===== src/sv/msort_pkg.sv =====
// shared types and constants for the merge sorter block
// beat structs, cell control struct and the chain length
// no dependencies
package msort_pkg;

  localparam int unsigned MaxLen = 64;
  localparam int unsigned CountW = $clog2(MaxLen + 1);
  localparam int unsigned ValueW = 32;

  typedef struct packed {
    logic signed [ValueW-1:0] value;
    logic                     last;
  } in_beat_t;

  typedef struct packed {
    logic signed [ValueW-1:0] value_res;
    logic                     last_res;
    logic                     overflow;
  } out_beat_t;

  // broadcast to every cell of the chain
  typedef struct packed {
    logic                     insert;
    logic                     shift;
    logic signed [ValueW-1:0] value;
  } cell_ctrl_t;

endpackage


===== src/sv/msort_cell.sv =====
// one cell of the insertion chain: holds one value and its valid bit
// takes from its left neighbor or the new value on insert, from its right neighbor on shift
// depends on msort_pkg
module msort_cell (
  input  logic                              clk_i,
  input  logic                              rst_ni,
  input  msort_pkg::cell_ctrl_t             ctrl_i,
  input  logic                              prev_take_i,
  input  logic                              prev_valid_i,
  input  logic signed [msort_pkg::ValueW-1:0] prev_value_i,
  input  logic                              next_valid_i,
  input  logic signed [msort_pkg::ValueW-1:0] next_value_i,
  output logic                              take_o,
  output logic                              valid_o,
  output logic signed [msort_pkg::ValueW-1:0] value_o
);
  import msort_pkg::*;

  logic                     valid_q, valid_d;
  logic signed [ValueW-1:0] value_q, value_d;

  // empty cells act as +infinity, so the take flags stay monotonic
  assign take_o  = !valid_q || (ctrl_i.value < value_q);
  assign valid_o = valid_q;
  assign value_o = value_q;

  always_comb begin
    valid_d = valid_q;
    value_d = value_q;
    if (ctrl_i.insert && take_o) begin
      if (prev_take_i) begin
        valid_d = prev_valid_i;
        value_d = prev_value_i;
      end else begin
        valid_d = 1'b1;
        value_d = ctrl_i.value;
      end
    end else if (ctrl_i.shift) begin
      valid_d = next_valid_i;
      value_d = next_value_i;
    end
  end

  always_ff @(posedge clk_i or negedge rst_ni) begin
    if (!rst_ni) begin
      valid_q <= 1'b0;
    end else begin
      valid_q <= valid_d;
    end
  end

  always_ff @(posedge clk_i) begin
    value_q <= value_d;
  end

endmodule


===== config.mk =====
export PLATFORM = sky130hd
export DESIGN_NAME = msort_cell
export DESIGN_NICKNAME = d
export VERILOG_FILES = /design/src/sv/msort_pkg.sv /design/src/sv/msort_cell.sv
export SDC_FILE = /design/constraint.sdc
export NUM_CORES = 1
export LEC_CHECK = 0
export BUFFER_PORTS_ARGS = -buffer_cell sky130_fd_sc_hd__buf_2
export CORE_MARGIN = 2
export CORE_UTILIZATION = 50
export DETAILED_ROUTE_END_ITERATION = 10
export PLACE_DENSITY = 0.86
export SYNTH_ARGS = -nofsm -noshare
export SYNTH_HDL_FRONTEND = slang
export SYNTH_SLANG_ARGS = --single-unit

===== constraint.sdc =====
create_clock -name clk_i -period 6.1 [get_ports clk_i]
set_clock_uncertainty 0.05 [all_clocks]
set_input_delay 1.83 -clock clk_i [delete_from_list [all_inputs] [get_ports clk_i]]
set_output_delay 1.83 -clock clk_i [all_outputs]
set_load 0.05 [all_outputs]

==> flow_summary.html <==
<table>
<tr><th>Metric</th><th>Value</th></tr>
<tr><th colspan="2">Power and ir drop</th></tr>
<tr><td>Total power after layout</td><td>1.50 mW</td></tr>
<tr><td>Net switching fraction of the power</td><td>48.2%</td></tr>
<tr><td>Comb power frac</td><td>61.8%</td></tr>
<tr><td>Portion of total power attributed to the clock network</td><td>10.5%</td></tr>
<tr><td>Leak Pwr</td><td>1.80 nW</td></tr>
<tr><td>Power share of the sequential group</td><td>27.7%</td></tr>
<tr><td>Worst IR Drop VDD</td><td>212 µV</td></tr>
<tr><td>Pwr/cell area</td><td>421 mW/mm²</td></tr>
<tr><td>Switching power</td><td>0.723 mW</td></tr>
<tr><td>Internal portion of total power</td><td>0.776 mW</td></tr>
<tr><th colspan="2">Routing</th></tr>
<tr><td>DRC violations left</td><td>0</td></tr>
<tr><td>Drt pass-1 iters</td><td>4</td></tr>
<tr><td>Number of routed nets with antenna violations</td><td>0</td></tr>
<tr><td>Via total after detailed routing</td><td>2,202</td></tr>
<tr><td>Initial DRC count</td><td>44</td></tr>
<tr><td>Detailed Route WL</td><td>6380 µm</td></tr>
<tr><td>Mean number of vias per cell</td><td>5.02</td></tr>
<tr><td>Routed length per instance</td><td>14.5 µm</td></tr>
<tr><th colspan="2">Clock tree</th></tr>
<tr><td>Post-CTS sizing</td><td>0</td></tr>
<tr><td>Number of H-tree levels</td><td>2</td></tr>
<tr><td>Post-CTS Hold Buffers</td><td>0</td></tr>
<tr><td>Setup bufs post-CTS</td><td>0</td></tr>
<tr><td>Clock slew seen by the registers of the worst setup and hold paths</td><td>70 ps</td></tr>
<tr><td>Cts bufs inserted</td><td>5</td></tr>
<tr><td>Clock latency of the later-clocked register in the worst-skew pair</td><td>280 ps</td></tr>
<tr><td>Number of buffers on the longest clock path</td><td>2</td></tr>
<tr><td>Number of sinks handled by clock tree synthesis</td><td>33</td></tr>
<tr><td>Clock root buffer</td><td>sky130_fd_sc_hd__clkbuf_8</td></tr>
<tr><td>Clock tree from TritonCTS</td><td>yes</td></tr>
<tr><th colspan="2">Die</th></tr>
<tr><td>Core region area</td><td>0.00544 mm²</td></tr>
<tr><td>Top-level I/O count</td><td>137</td></tr>
<tr><td>Num rows</td><td>27</td></tr>
<tr><td>Full die area</td><td>0.00614 mm²</td></tr>
<tr><td>Die Span Y</td><td>78.4 µm</td></tr>
<tr><td>Die boundary width</td><td>78.4 µm</td></tr>
<tr><td>Initial cell density of the core</td><td>50.9%</td></tr>
<tr><th colspan="2">Synth</th></tr>
<tr><td>Largest cells by area after synthesis</td><td>sky130_fd_sc_hd__edfxtp_1, sky130_fd_sc_hd__mux2_4, sky130_fd_sc_hd__mux2_2, sky130_fd_sc_hd__ha_1, sky130_fd_sc_hd__inv_1</td></tr>
<tr><td>Post-synthesis cell area</td><td>0.00277 mm²</td></tr>
<tr><td>Part of the Yosys area used for sequential elements</td><td>35.6%</td></tr>
<tr><td>Yosys top cell area share</td><td>34.7%</td></tr>
<tr><td>Post-synth cell types</td><td>29</td></tr>
<tr><td>Average instance area after synthesis</td><td>12.0 µm²</td></tr>
<tr><td>Nets in the synthesized netlist</td><td>364</td></tr>
<tr><td>Cell type with the largest total area after synthesis</td><td>sky130_fd_sc_hd__edfxtp_1</td></tr>
<tr><td>Register bit total from synthesis</td><td>33</td></tr>
<tr><td>Synth Warn #</td><td>0</td></tr>
<tr><td>Gate count of the mapped netlist</td><td>230</td></tr>
<tr><th colspan="2">STA</th></tr>
<tr><td>Count of final max-slew check failures</td><td>0</td></tr>
<tr><td>Worst hold slack</td><td>591 ps</td></tr>
<tr><td>Setup repair after global routing missed its margin</td><td>false</td></tr>
<tr><td>Post-layout worst setup margin</td><td>369 ps</td></tr>
<tr><td>Worst slew slack as a fraction of its limit</td><td>48.1%</td></tr>
<tr><td>Setup TNS</td><td>0 ps</td></tr>
<tr><td>Number of setup violations in the final report</td><td>0</td></tr>
<tr><td>Hold Vio Cnt, Final</td><td>0</td></tr>
<tr><td>Final clock period utilization by the worst path</td><td>93.9%</td></tr>
<tr><td>Final worst path period need</td><td>5730 ps</td></tr>
<tr><td>Fmax achieved</td><td>175 MHz</td></tr>
<tr><td>Tightest Pin Transition</td><td>778 ps</td></tr>
<tr><th colspan="2">Placed design</th></tr>
<tr><td># placed instances</td><td>432</td></tr>
<tr><td>IO Port Bufs</td><td>136</td></tr>
<tr><td>Last weighted congestion value of the routability-driven placer</td><td>0.753</td></tr>
<tr><td>Setup slack at placement</td><td>386 ps</td></tr>
<tr><td>Half-perimeter wire length after placement</td><td>5080 µm</td></tr>
<tr><th colspan="2">GRT</th></tr>
<tr><td>Number of antenna violations at the first check in global routing</td><td>0</td></tr>
<tr><td>Total congestion overflow</td><td>0</td></tr>
<tr><td>Largest net degree at the start of global routing</td><td>34</td></tr>
<tr><td>Number of global-route vias before repair</td><td>2,273</td></tr>
<tr><td>Met1 usage</td><td>24.2%</td></tr>
<tr><td>Global-route wire length before repair</td><td>10,200 µm</td></tr>
<tr><td>Met2 capacity usage during global routing</td><td>38.7%</td></tr>
<tr><td>Layer with the highest usage</td><td>met2</td></tr>
<tr><td>Total GRT Usage</td><td>21.3%</td></tr>
<tr><td>M3 GR Usage</td><td>6.09%</td></tr>
<tr><th colspan="2">Layout</th></tr>
<tr><td>Most common cell after layout, fill and taps aside</td><td>sky130_fd_sc_hd__buf_2</td></tr>
<tr><td>Layout overhead on the synthesized area</td><td>28.7%</td></tr>
<tr><td>Fraction of layout instances using a drive strength above 1</td><td>57.8%</td></tr>
<tr><td>Antenna fix cells</td><td>0</td></tr>
<tr><td>Commonest non-fill, non-tap cells in the layout</td><td>sky130_fd_sc_hd__buf_2, sky130_fd_sc_hd__mux2_2, sky130_fd_sc_hd__inv_1, sky130_fd_sc_hd__edfxtp_1, sky130_fd_sc_hd__ha_1</td></tr>
<tr><td>Nets</td><td>501</td></tr>
<tr><td>Final Non-Filler Cells</td><td>439</td></tr>
<tr><th colspan="2">Worst setup path</th></tr>
<tr><td>Critical Path Fanout Max</td><td>6</td></tr>
<tr><td>CP arrival</td><td>3850 ps</td></tr>
<tr><td>R2r setup slk</td><td>2840 ps</td></tr>
<tr><td>Kind of start point of the critical path</td><td>input pin</td></tr>
<tr><td>CP Capture Type</td><td>output port</td></tr>
<tr><td>Path type of the worst setup path</td><td>in -&gt; out</td></tr>
<tr><td>Required arrival time at the worst endpoint</td><td>4220 ps</td></tr>
<tr><th colspan="2">Run status</th></tr>
<tr><td>Outcome</td><td>complete, no violations</td></tr>
<tr><th colspan="2">Run</th></tr>
<tr><td>Number of max-cap violations</td><td>0</td></tr>
<tr><th colspan="2">Min path</th></tr>
<tr><td>Worst min-delay path class</td><td>reg -&gt; reg</td></tr>
</table>
-- worst paths after layout --
kind	start	end	cells past startpoint
min in group asynchronous	rst_ni	valid_o	1
max	ctrl_i[31]	take_o	9
min reg2reg	valid_o	valid_o	2
max reg2reg	value_o[31]	value_o[1]	9
min	valid_o	valid_o	2
max in group asynchronous	rst_ni	valid_o	1
-- worst max-delay path: stages --
cell,delay [ps]
sky130_fd_sc_hd__buf_2,100
sky130_fd_sc_hd__ha_1,370
sky130_fd_sc_hd__nand4_1,180
sky130_fd_sc_hd__nor4_2,470
sky130_fd_sc_hd__nand2_1,110
sky130_fd_sc_hd__o22ai_2,280
sky130_fd_sc_hd__nor3_1,70
sky130_fd_sc_hd__o21ai_0,140
sky130_fd_sc_hd__buf_2,290
-- sequential cells by signal, indices dropped and copies added, names as in the netlist --
name     flops
valid_o      1
value_o     32
-- cell usage after synthesis --
library cell,number
sky130_fd_sc_hd__inv_1,33
sky130_fd_sc_hd__nor4_2,1
sky130_fd_sc_hd__a21oi_1,14
sky130_fd_sc_hd__buf_8,3
sky130_fd_sc_hd__nand2_1,14
sky130_fd_sc_hd__o22ai_2,1
sky130_fd_sc_hd__nor2_1,3
sky130_fd_sc_hd__dfrtp_1,1
sky130_fd_sc_hd__and4_1,1
sky130_fd_sc_hd__mux2i_1,2
sky130_fd_sc_hd__or2_2,1
sky130_fd_sc_hd__nand2b_1,2
sky130_fd_sc_hd__nand2b_4,1
sky130_fd_sc_hd__ha_1,31
sky130_fd_sc_hd__clkbuf_1,4
sky130_fd_sc_hd__nor2b_1,1
sky130_fd_sc_hd__nand3_1,2
sky130_fd_sc_hd__a221oi_1,1
sky130_fd_sc_hd__mux2_4,28
sky130_fd_sc_hd__o21a_1,1
sky130_fd_sc_hd__edfxtp_1,32
sky130_fd_sc_hd__a211oi_2,1
sky130_fd_sc_hd__mux2_2,36
sky130_fd_sc_hd__a311o_1,1
sky130_fd_sc_hd__a2111o_1,1
sky130_fd_sc_hd__nor3_1,1
sky130_fd_sc_hd__o21ai_0,8
sky130_fd_sc_hd__o311ai_4,1
sky130_fd_sc_hd__nand4_1,4
-- final cells by class --
| type | count | area, µm² |
|---|---|---|
| inverter | 33 | 124 |
| fill | 437 | 1880 |
| clock inverter | 1 | 3.75 |
| multi-input combinational | 157 | 1600 |
| sequential | 33 | 986 |
| tap | 72 | 90.1 |
| timing repair buffer | 137 | 688 |
| clock buffer | 6 | 72.6 |
-- per-layer routing --
metal  wire, µm  part of all wire, %
met2       3220                   51
met3        465                  7.3
met5          0                    0
met1       2620                   41
met4         68                  1.1
-- power groups by stage --
stage,logic [mW],registers [mW],clock network [mW]
2_1_floorplan,0.451,0.718,0
3_3_place_gp,0.914,0.415,0
3_5_place_dp,0.934,0.421,0
4_1_cts,0.938,0.416,0.163
5_1_grt,0.998,0.426,0.168
6_report,0.927,0.416,0.157
-- stage by stage --
| stage | area, µm² | util, % |
|---|---|---|
| detailed placement | 3480 | 64.1 |
| CTS | 3560 | 65.5 |
| global route | 3560 | 65.5 |
| global placement | 3480 | 64.1 |
| finish | 3560 | 65.5 |
| floorplan | 2770 | - |
-- kinds of logic (layout without fill, tap and decap cells) --
family,Yosys count,count (layout),synth area share (%)
AOI/OAI and AO/OA,29,29,7.19
adders and majority gates,31,31,14.0
buffers and inverters,40,177,6.65
DFF,33,33,35.6
muxes,66,66,30.6
and+or+nand+nor,31,31,5.92
Power figures use the tool's default switching activity.
